`src/rtl/core/dhcp_option_parser_macros.svh`:
```
// Assertion macros for the DHCP option parser.
`ifndef DHCP_OPTION_PARSER_MACROS_SVH
`define DHCP_OPTION_PARSER_MACROS_SVH

// Condition in the same cycle.
`define DOP_ASSERT_NOW(label, cond, expr) \
  label: assert property (@(posedge clk) disable iff (rst) (cond) |-> (expr)) \
    else $error("dop check failed");

// Condition in the following cycle.
`define DOP_ASSERT_NEXT(label, cond, expr) \
  label: assert property (@(posedge clk) disable iff (rst) (cond) |=> (expr)) \
    else $error("dop check failed");

`endif

```
`src/rtl/core/dop_pkg.sv`:
```
`default_nettype none
package dop_pkg;

  localparam logic [7:0] CODE_PAD     = 8'd0;
  localparam logic [7:0] CODE_MASK    = 8'd1;
  localparam logic [7:0] CODE_ROUTER  = 8'd3;
  localparam logic [7:0] CODE_DNS     = 8'd6;
  localparam logic [7:0] CODE_MSGTYPE = 8'd53;
  localparam logic [7:0] CODE_SERVER  = 8'd54;
  localparam logic [7:0] CODE_END     = 8'd255;

  localparam int unsigned COUNT_W = 9;

  typedef struct packed {
    logic [31:0] subnet_mask;
    logic [31:0] router_address;
    logic [31:0] dns_primary;
    logic [31:0] dns_secondary;
    logic [31:0] server_identifier;
    logic        message_type_seen;
    logic        end_found;
  } dop_result_t;

endpackage
`default_nettype wire

```
`src/rtl/core/dop_in_if.sv`:
```
`default_nettype none
interface dop_in_if;
  logic       valid;
  logic       ready;
  logic [7:0] option_byte;
  logic       first_byte;
  logic       last_byte;

  modport source (output valid, output option_byte, output first_byte, output last_byte,
                  input ready);
  modport sink (input valid, input option_byte, input first_byte, input last_byte,
                output ready);
endinterface
`default_nettype wire

```
`src/rtl/core/dop_out_if.sv`:
```
`default_nettype none
interface dop_out_if;
  logic        valid;
  logic        ready;
  logic [31:0] subnet_mask;
  logic [31:0] router_address;
  logic [31:0] dns_primary;
  logic [31:0] dns_secondary;
  logic [31:0] server_identifier;
  logic        message_type_seen;
  logic        end_found;

  modport source (output valid, output subnet_mask, output router_address,
                  output dns_primary, output dns_secondary, output server_identifier,
                  output message_type_seen, output end_found, input ready);
  modport sink (input valid, input subnet_mask, input router_address,
                input dns_primary, input dns_secondary, input server_identifier,
                input message_type_seen, input end_found, output ready);
endinterface
`default_nettype wire

```
`src/rtl/core/dop_walker.sv`:
```
`default_nettype none
`include "dhcp_option_parser_macros.svh"
module dop_walker #(
  parameter int unsigned OPTION_AREA_BYTES = 308
) (
  input  wire logic                 clk,
  input  wire logic                 rst,
  input  wire logic                 step,
  input  wire logic [7:0]           option_byte,
  input  wire logic                 first_byte,
  input  wire logic                 last_byte,
  output      logic                 emit,
  output      dop_pkg::dop_result_t result
);
  import dop_pkg::*;

  localparam logic [1:0] PH_IDLE = 2'd0;
  localparam logic [1:0] PH_CODE = 2'd1;
  localparam logic [1:0] PH_LEN  = 2'd2;
  localparam logic [1:0] PH_DATA = 2'd3;

  // payload position saturates once past the second word
  localparam logic [3:0] POS_W1  = 4'd3;
  localparam logic [3:0] POS_W2  = 4'd7;
  localparam logic [3:0] POS_SAT = 4'd8;

  localparam logic [COUNT_W-1:0] AREA_LIMIT = COUNT_W'(OPTION_AREA_BYTES);

  logic [1:0]         phase, phase_next;
  logic [7:0]         code, code_next;
  logic [7:0]         rem, rem_next;
  logic [3:0]         pos, pos_next;
  logic [COUNT_W-1:0] byte_count, byte_count_next;
  logic [31:0]        word_shift, word_shift_next;
  logic [31:0]        cap_mask, cap_mask_next;
  logic [31:0]        cap_router, cap_router_next;
  logic [31:0]        cap_dns1, cap_dns1_next;
  logic [31:0]        cap_dns2, cap_dns2_next;
  logic [31:0]        cap_server, cap_server_next;
  logic               type_seen, type_seen_next;
  logic               active;
  logic               end_hit;
  logic [1:0]         phase_eff;

  always_comb begin
    active          = first_byte || (phase != PH_IDLE);
    phase_eff       = first_byte ? PH_CODE : phase;
    phase_next      = phase_eff;
    code_next       = code;
    rem_next        = rem;
    pos_next        = pos;
    word_shift_next = word_shift;
    type_seen_next  = type_seen;
    end_hit         = 1'b0;
    emit            = 1'b0;
    byte_count_next = (first_byte ? '0 : byte_count) + COUNT_W'(1);
    cap_mask_next   = first_byte ? '0 : cap_mask;
    cap_router_next = first_byte ? '0 : cap_router;
    cap_dns1_next   = first_byte ? '0 : cap_dns1;
    cap_dns2_next   = first_byte ? '0 : cap_dns2;
    cap_server_next = first_byte ? '0 : cap_server;

    unique case (phase_eff)
      PH_CODE: begin
        if (option_byte == CODE_END) begin
          end_hit    = 1'b1;
          phase_next = PH_IDLE;
        end else if (option_byte != CODE_PAD) begin
          code_next  = option_byte;
          phase_next = PH_LEN;
          if (option_byte == CODE_MSGTYPE) type_seen_next = 1'b1;
        end
      end
      PH_LEN: begin
        rem_next        = option_byte;
        pos_next        = '0;
        word_shift_next = '0;
        phase_next      = (option_byte != 8'd0) ? PH_DATA : PH_CODE;
      end
      PH_DATA: begin
        word_shift_next = {word_shift[23:0], option_byte};
        if (pos == POS_W1) begin
          case (code)
            CODE_MASK:   cap_mask_next   = word_shift_next;
            CODE_ROUTER: cap_router_next = word_shift_next;
            CODE_DNS:    cap_dns1_next   = word_shift_next;
            CODE_SERVER: cap_server_next = word_shift_next;
            default: ;
          endcase
        end else if (pos == POS_W2 && code == CODE_DNS) begin
          cap_dns2_next = word_shift_next;
        end
        if (pos != POS_SAT) pos_next = pos + 4'd1;
        rem_next = rem - 8'd1;
        if (rem_next == 8'd0) phase_next = PH_CODE;
      end
      default: ;
    endcase

    if (end_hit) begin
      emit = active;
    end else if (last_byte || byte_count_next >= AREA_LIMIT) begin
      emit       = active;
      phase_next = PH_IDLE;
    end

    result.subnet_mask       = cap_mask_next;
    result.router_address    = cap_router_next;
    result.dns_primary       = cap_dns1_next;
    result.dns_secondary     = cap_dns2_next;
    result.server_identifier = cap_server_next;
    result.message_type_seen = type_seen_next;
    result.end_found         = end_hit;
  end

  always_ff @(posedge clk) begin
    if (rst) begin
      phase      <= PH_IDLE;
      code       <= '0;
      rem        <= '0;
      pos        <= '0;
      byte_count <= '0;
      word_shift <= '0;
      cap_mask   <= '0;
      cap_router <= '0;
      cap_dns1   <= '0;
      cap_dns2   <= '0;
      cap_server <= '0;
      type_seen  <= 1'b0;
    end else if (step && active) begin
      phase      <= phase_next;
      code       <= code_next;
      rem        <= rem_next;
      pos        <= pos_next;
      byte_count <= byte_count_next;
      word_shift <= word_shift_next;
      cap_mask   <= cap_mask_next;
      cap_router <= cap_router_next;
      cap_dns1   <= cap_dns1_next;
      cap_dns2   <= cap_dns2_next;
      cap_server <= cap_server_next;
      type_seen  <= type_seen_next;
    end
  end

  `DOP_ASSERT_NEXT(a_first_starts_walk, step && first_byte && !emit, phase != PH_IDLE)
  `DOP_ASSERT_NOW(a_last_emits, step && last_byte && active, emit)
  `DOP_ASSERT_NOW(a_count_bounded, phase != PH_IDLE, byte_count < AREA_LIMIT)

endmodule
`default_nettype wire

```
`src/rtl/core/dhcp_option_parser.sv`:
```
// DHCP option parser: walks the options area one byte per request.
// A result is valid in the cycle after the request byte that ends the walk is accepted.
// Throughput: 1 byte request per cycle while the output register is empty or being taken.
// The walk state updates in the accept cycle; the result register is the only stage.
// Reset (rst, synchronous): walker goes idle, counters, flags and captures clear,
// no result is pending.
`default_nettype none
module dhcp_option_parser #(
  parameter int unsigned OPTION_AREA_BYTES = 308
) (
  input wire logic clk,
  input wire logic rst,
  dop_in_if.sink   in_ch,
  dop_out_if.source out_ch
);
  import dop_pkg::*;

  logic        accept;
  logic        emit;
  dop_result_t result;
  dop_result_t out_data;
  logic        out_valid;

  assign in_ch.ready = !out_valid || out_ch.ready;
  assign accept      = in_ch.valid && in_ch.ready;

  dop_walker #(
    .OPTION_AREA_BYTES(OPTION_AREA_BYTES)
  ) u_walker (
    .clk         (clk),
    .rst         (rst),
    .step        (accept),
    .option_byte (in_ch.option_byte),
    .first_byte  (in_ch.first_byte),
    .last_byte   (in_ch.last_byte),
    .emit        (emit),
    .result      (result)
  );

  always_ff @(posedge clk) begin
    if (rst) begin
      out_valid <= 1'b0;
    end else if (accept && emit) begin
      out_valid <= 1'b1;
    end else if (out_ch.ready) begin
      out_valid <= 1'b0;
    end
  end

  always_ff @(posedge clk) begin
    if (accept && emit) begin
      out_data <= result;
    end
  end

  assign out_ch.valid             = out_valid;
  assign out_ch.subnet_mask       = out_data.subnet_mask;
  assign out_ch.router_address    = out_data.router_address;
  assign out_ch.dns_primary       = out_data.dns_primary;
  assign out_ch.dns_secondary     = out_data.dns_secondary;
  assign out_ch.server_identifier = out_data.server_identifier;
  assign out_ch.message_type_seen = out_data.message_type_seen;
  assign out_ch.end_found         = out_data.end_found;

endmodule
`default_nettype wire

```
`src/flat_wrapper.sv`:
```
// flat-port wrapper written by rule: the top's interface ports become plain ports
module dhcp_option_parser_flat import dop_pkg::*;
#(
  parameter int unsigned OPTION_AREA_BYTES = 308
)
  (clk, rst, in_ch_valid, in_ch_option_byte, in_ch_first_byte, in_ch_last_byte, in_ch_ready, out_ch_valid, out_ch_subnet_mask, out_ch_router_address, out_ch_dns_primary, out_ch_dns_secondary, out_ch_server_identifier, out_ch_message_type_seen, out_ch_end_found, out_ch_ready);
  dop_in_if in_ch_i ();
  dop_out_if out_ch_i ();
  input wire logic clk;
  input wire logic rst;
  input wire logic [$bits(in_ch_i.valid)-1:0] in_ch_valid;
  input wire logic [$bits(in_ch_i.option_byte)-1:0] in_ch_option_byte;
  input wire logic [$bits(in_ch_i.first_byte)-1:0] in_ch_first_byte;
  input wire logic [$bits(in_ch_i.last_byte)-1:0] in_ch_last_byte;
  output wire logic [$bits(in_ch_i.ready)-1:0] in_ch_ready;
  output wire logic [$bits(out_ch_i.valid)-1:0] out_ch_valid;
  output wire logic [$bits(out_ch_i.subnet_mask)-1:0] out_ch_subnet_mask;
  output wire logic [$bits(out_ch_i.router_address)-1:0] out_ch_router_address;
  output wire logic [$bits(out_ch_i.dns_primary)-1:0] out_ch_dns_primary;
  output wire logic [$bits(out_ch_i.dns_secondary)-1:0] out_ch_dns_secondary;
  output wire logic [$bits(out_ch_i.server_identifier)-1:0] out_ch_server_identifier;
  output wire logic [$bits(out_ch_i.message_type_seen)-1:0] out_ch_message_type_seen;
  output wire logic [$bits(out_ch_i.end_found)-1:0] out_ch_end_found;
  input wire logic [$bits(out_ch_i.ready)-1:0] out_ch_ready;
  assign in_ch_i.valid = in_ch_valid;
  assign in_ch_i.option_byte = in_ch_option_byte;
  assign in_ch_i.first_byte = in_ch_first_byte;
  assign in_ch_i.last_byte = in_ch_last_byte;
  assign in_ch_ready = in_ch_i.ready;
  assign out_ch_valid = out_ch_i.valid;
  assign out_ch_subnet_mask = out_ch_i.subnet_mask;
  assign out_ch_router_address = out_ch_i.router_address;
  assign out_ch_dns_primary = out_ch_i.dns_primary;
  assign out_ch_dns_secondary = out_ch_i.dns_secondary;
  assign out_ch_server_identifier = out_ch_i.server_identifier;
  assign out_ch_message_type_seen = out_ch_i.message_type_seen;
  assign out_ch_end_found = out_ch_i.end_found;
  assign out_ch_i.ready = out_ch_ready;
  dhcp_option_parser #(.OPTION_AREA_BYTES(OPTION_AREA_BYTES)) u_core (.clk(clk), .rst(rst), .in_ch(in_ch_i), .out_ch(out_ch_i));
endmodule
```
`config.mk`:
```
export PLATFORM = sky130hd
export DESIGN_NAME = dhcp_option_parser_flat
export DESIGN_NICKNAME = d
export VERILOG_FILES = /design/src/rtl/core/dop_pkg.sv /design/src/rtl/core/dop_in_if.sv /design/src/rtl/core/dop_out_if.sv /design/src/rtl/core/dop_walker.sv /design/src/rtl/core/dhcp_option_parser.sv /design/src/flat_wrapper.sv
export VERILOG_INCLUDE_DIRS = /design/src /design/src/rtl/core
export SDC_FILE = /design/constraint.sdc
export NUM_CORES = 1
export LEC_CHECK = 0
export ABC_CLOCK_PERIOD_IN_PS = 7500
export BUFFER_PORTS_ARGS = -buffer_cell sky130_fd_sc_hd__buf_2
export CELL_PAD_IN_SITES_DETAIL_PLACEMENT = 1
export CELL_PAD_IN_SITES_GLOBAL_PLACEMENT = 2
export CORE_ASPECT_RATIO = 1.1
export CORE_UTILIZATION = 37
export CTS_CLUSTER_SIZE = 40
export DETAILED_ROUTE_END_ITERATION = 7
export PLACE_DENSITY = 0.83
export SYNTH_ARGS = -nofsm -noshare
export SYNTH_HDL_FRONTEND = slang
export SYNTH_SLANG_ARGS = --single-unit
export TNS_END_PERCENT = 10
```
`constraint.sdc`:
```
create_clock -name clk -period 7.5 [get_ports clk]
set_clock_uncertainty 0.05 [all_clocks]
set_input_delay 1.125 -clock clk [delete_from_list [all_inputs] [get_ports clk]]
set_output_delay 1.125 -clock clk [all_outputs]
set_load 0.05 [all_outputs]
```
* After elaboration in Yosys (flattened, before gate mapping)
Cells that the tools add are included.
** Operators by class
- $add $sub $neg :: 3
- Magnitude comparators :: 1
- Equal/unequal tests :: 13
- Multiplexer cells :: 43
- Bitwise gates (word level) :: 1
- Reductions and logical operators :: 16
** Operators with widths (count)
- 32-bit 2-to-1 mux :: 20
- 24-bit case mux with 2 select lines :: 1
- 8-bit by 6-bit equality test with 1-bit output (second input constant) :: 2
- 8-bit case mux with 2 select lines :: 1
- 2-bit 2-to-1 mux :: 7
- 1-bit 2-to-1 mux :: 10
- 9-bit by 1-bit adder with 9-bit output (second input constant) :: 1
- 9-bit >= comparator (second input constant) :: 1
- 9-bit 2-to-1 mux :: 1
- 8-bit by 1-bit equality test with 1-bit output (second input constant) :: 1
- 8-bit by 2-bit equality test with 1-bit output (second input constant) :: 1
- 8-bit by 3-bit equality test with 1-bit output (second input constant) :: 1
- 8-bit equality test (second input constant) :: 1
- 8-bit logical NOT :: 1
- 4-bit case mux with 2 select lines :: 1
- 8-bit nonzero test :: 1
- 8-bit by 1-bit subtractor with 8-bit output (second input constant) :: 1
- 2-bit case mux with 3 select lines :: 1
- 2-bit nonzero test :: 3
- 4-bit by 1-bit adder with 4-bit output (second input constant) :: 1
- 2-bit equality test (second input constant) :: 2
- 4-bit by 2-bit equality test with 1-bit output (second input constant) :: 1
- 4-bit by 3-bit equality test with 1-bit output (second input constant) :: 1
- 1-bit logical AND :: 4
- 10 further kinds :: 12
** Storage, ports and cells
- Register bits :: 379
- Bits of input ports :: 14
- Output and inout port bits :: 164
- Logic and storage cells :: 97

* Logic depth before layout (Yosys ltp)
- Word-level depth :: 8
- Gate-level depth with buffers :: 9
- Depth with buffers taken out :: 7

* Cells and area by module
From an unflattened synthesis, not the netlist that was laid out.
** Unflattened totals
- Cells, all modules :: 1715
- Area, all modules :: 16165.5 sq um
** Modules (own cells, without submodules)
- dop_walker :: times used 1, cells an instance 1547, area each 11233.3 sq um, seq. area each 4324.1 sq um
- dhcp_option_parser :: times used 1, cells an instance 168, area each 4932.2 sq um, seq. area each 4884.7 sq um

* Worst setup path before layout
No wires, ideal clock.
- Kind :: in2reg
- From :: in out_ch_ready
- To :: reg u_core.out_data, in the netlist u_core.out_ch.dns_primary[0] (enable)
- Setup time :: 0.528 ns
- Data arrival time :: 5.675 ns
- Required time :: 6.922 ns
- Path slack :: 1.247 ns
- Stages :: 6
- Path buffers :: 1
- Cell sequence :: nand2b_1 buf_2 nand2_1 a21oi_1 nand2b_1 nand2_1
** On the way
- Word-level cells in the longest chain between the ends :: 3
** Ends and longest elaborated chain
- from (decl) :: line flat_wrapper.sv:24 : input wire logic [$bits(out_ch_i.ready)-1:0] out_ch_ready;
- 1-bit logical OR :: line dhcp_option_parser.sv:24 : assign in_ch.ready = !out_valid || out_ch.ready;
- via in_ch_ready :: line flat_wrapper.sv:15 : output wire logic [$bits(in_ch_i.ready)-1:0] in_ch_ready;
- 1-bit logical AND :: line dhcp_option_parser.sv:25 : assign accept = in_ch.valid && in_ch.ready;
- 1-bit logical AND :: line dhcp_option_parser.sv:51 : if (accept && emit) begin
- to (signal assigned) :: line dhcp_option_parser.sv:52 : out_data <= result;
- to (decl) :: line dhcp_option_parser.sv:21 : dop_result_t out_data;
The timed path passes the listed nets, and every way through them passes these cells.
A chain may end at the register's enable or synchronous reset.

* Worst setup path in the final report
- From :: in out_ch_ready
- To :: reg u_core.out_data, in the netlist u_core.out_ch.dns_secondary[6] (enable)
** On the way
- Word-level cells in the longest chain between the ends :: 3
** Ends and longest elaborated chain (line)
- 1-bit logical OR :: dhcp_option_parser.sv:24
- 1-bit logical AND :: dhcp_option_parser.sv:25
- 1-bit logical AND :: dhcp_option_parser.sv:51
Every way passes these cells.

==> results.toml <==
[logic_synthesis]
synth_ff_type = "dfxtp_1"
syn_avg_cell_area_sq_um = 9.59
yosysWarningCount = 0
synth_seq_area_share_pct = 60.0
ys_async_sr_fraction_pct = 0
syn_nets = 1620
synth_cell_types = 50
synth_edf_count = 162
synth.cell_area_sq_um = 15400
ys_ff_latch = 379
synth_cells = 1601

[cts]
cts_tree = "built"
cts_buffers = 42
clk_latency_ns = 0.54
cts-htree-levels = 2
cts_buffer_depth = 3
clk_pin_slew_ns = 0.06
cts_resized = 0
post_cts_buffers = 0
hold_buffers = 0
cts.sinks = 379
clockRootBuffer = "clkbuf_16"

[drt]
first_pass_iters = 5
drc = 0
postRouteAntennaNets = 0
vias = 12200
wl_per_cell_um = 20.3
vias_per_cell = 5.38
routed_wl_um = 46100
drtIter0Drc = 942

[sta]
hold_ws_ns = 0.414
fin_setup_tns_ns = 0
rsz0062_at_grt = "false"
fin_ws_ns = 3.45
finalCritPeriodShare_pct = 54.0
worst_pin_slew_ns = 1.19
slew_viol_final = 0
period_needed_ns = 4.05
timing.slew.headroom_pct = 20.8
setup_viol = 0
fmax_mhz = 247
hold_viol = 0

[setup_path]
end_kind = "flop"
worstPathRequired_ns = 7.62
cp.arrival_ns = 4.16
crit_fanout = 63
reg2reg_slack_ns = 3.68
critPathKind = "in -> reg"
start_kind = "primary input"

[status]
outcome = "finished clean"

[floorplanning]
fp-row-count = 77
dieArea_sq_um = 42300
fp.dieH_um = 216
num_io_pins = 178
die_width_um = 196
core_sq_um = 40600
start_util_pct = 37.8

[cells_and_area]
area_delta_synth_final_pct = 16.1
multi_input_area_sq_um = 5550
fillers = 4609
drive_gt1_share_pct = 16.1
nNetsFinal = 1703
regArea_sq_um = 9210
diodes = 0

[global_routing]
grt_max_degree = 97
track_usage_pct = 21.5
grt_overflow = 0
grt_most_used_layer = "met2"
met3_usage_pct = 2.78
use_met2_pct = 36.8
use_met1_pct = 27.9
antenna_found_initial = 0
grt_pass1_vias = 12300
grt_pass1_wl_um = 71200

[placement]
hpwl_um = 27800
port_buffers = 177
dp_slack_ns = 2.89
place_congestion = 0.789

[pwr]
peakVddDrop_mv = 0.142
power_leakage_uw = 0.00613
p_per_area_nw_per_um2 = 245

[worst_hold_path]
hold_path_class = "reg -> reg"

[run]
cap_violations = 0
[layout by cell type (no fill, tap or decap), types with 6 or more instances in the layout]
| master | n |
|---|---|
| nand2_1 | 437 |
| o21ai_0 | 241 |
| dfxtp_1 | 217 |
| buf_2 | 176 |
| edfxtp_1 | 162 |
| a21oi_1 | 91 |
| o2bb2ai_1 | 64 |
| nor2_1 | 54 |
| clkbuf_16 | 43 |
| a32o_1 | 32 |
| a22oi_1 | 24 |
| buf_4 | 20 |
| clkbuf_1 | 17 |
| mux2i_1 | 9 |
| inv_1 | 8 |
| a211oi_1 | 6 |
| nor2b_1 | 6 |
| nand3_1 | 6 |
| or3_1 | 6 |
| clkinv_2 | 6 |
[state kept, by name (all words and copies together) (netlist names), 24 cells and up]
| register | flops |
|---|---|
| u_core.u_walker.word_shift | 24 |
| u_core.out_ch.server_identifier | 32 |
| u_core.u_walker.cap_dns2 | 32 |
| u_core.u_walker.cap_mask | 32 |
| u_core.u_walker.cap_router | 32 |
| u_core.u_walker.cap_dns1 | 32 |
| u_core.out_ch.router_address | 32 |
| u_core.u_walker.cap_server | 32 |
| u_core.out_ch.dns_secondary | 32 |
| u_core.out_ch.dns_primary | 32 |
| u_core.out_ch.subnet_mask | 32 |
[critical path, cell delays in order]
cell and delay (ns):
buf_2 0.07, nand2b_1 0.37, nand2_1 0.20, a21oi_1 0.69, nand2b_1 0.24, nand2_4 0.72, buf_4 0.67
[path summary, 6_finish.rpt]
path / cells past startpoint / start / endpoint
worst max-delay path: 7 / out_ch_ready / u_core.out_ch.dns_secondary[6]
worst max register to register: 5 / u_core.u_walker.phase[0] / u_core.out_ch.dns_secondary[6]
worst min-delay path: 1 / u_core.u_walker.cap_mask[12] / u_core.u_walker.cap_mask[12]
worst min register to register: 1 / u_core.u_walker.cap_mask[12] / u_core.u_walker.cap_mask[12]
[layer usage]
| layer | up-vias | part of all wire [%] |
|---|---|---|
| li1 | 5796 | - |
| met4 | 0 | 2.7 |
| met3 | 75 | 3.4 |
| met2 | 240 | 50 |
| met1 | 6108 | 44 |
| met5 | - | 0 |
[per-stage QoR]
step,util [%],cell area [sq um],std cells,total power [uW]
6_report,43.9,17800,2270,4360
5_1_grt,43.9,17800,2270,4500
4_1_cts,43.9,17800,2270,4410
3_5_place_dp,40.7,16500,2193,2430
3_3_place_gp,40.7,16500,2193,2430
2_1_floorplan,-,15400,1601,2370
[area by class of cell]
class / instances / area share, %
Sequential cell: 379 / 51.7
Multi-Input combinational cell: 1056 / 31.1
Clock buffer: 65 / 6.78
Timing Repair Buffer: 196 / 5.79
Tap cell: 553 / 3.88
Clock inverter: 12 / 0.513
Inverter: 9 / 0.204
[cells in the mapped netlist (2+ instances only)]
library cell  instances  area, sq um
nand2_1             438         1640
o21ai_0             241         1210
dfxtp_1             217         4340
edfxtp_1            162         4860
clkbuf_1            125          469
a21oi_1              93          465
o2bb2ai_1            64          561
nor2_1               55          206
a32o_1               32          320
a22oi_1              24          180
buf_2                16         80.1
buf_1                10         37.5
inv_1                 9         33.8
mux2i_1               9         90.1
a211oi_1              6         45.0
buf_6                 6         67.6
nand3_1               6         30.0
nor2b_1               6         37.5
or3_1                 6         37.5
or4_1                 6         45.0
and2_1                5         31.3
ha_1                  5         62.6
nand2b_1              5         31.3
nand4_1               5         31.3
nand3b_1              4         30.0
nor3_1                4         20.0
a31oi_1               3         18.8
nor3_2                3         30.0
nor4_1                3         18.8
nor4_2                3         37.5
o31ai_1               3         22.5
a311oi_1              2         17.5
and4_1                2         17.5
nand4b_1              2         17.5
nor3b_1               2         15.0
o211ai_1              2         15.0
o22ai_1               2         12.5
o2bb2ai_2             2         30.0
or3b_2                2         17.5
[power by group]
group	internal, uW	leakage [uW]	total (uW)	switching, uW
Sequential	2170	0.00342	2180	12.0
Combinational	32.0	0.00207	211	179
Clock	1140	0.000640	1970	826
[logic make-up after synthesis]
| kind of cell | after synthesis | synth area share, % |
|---|---|---|
| simple gates | 562 | 15.3 |
| compound gates | 479 | 19.1 |
| flops | 379 | 60.0 |
| buf+inv | 166 | 4.48 |
| mux | 9 | 0.587 |
| fa+ha+maj | 5 | 0.408 |
| xor+xnor | 1 | 0.0571 |
Power figures use the tool's default switching activity.
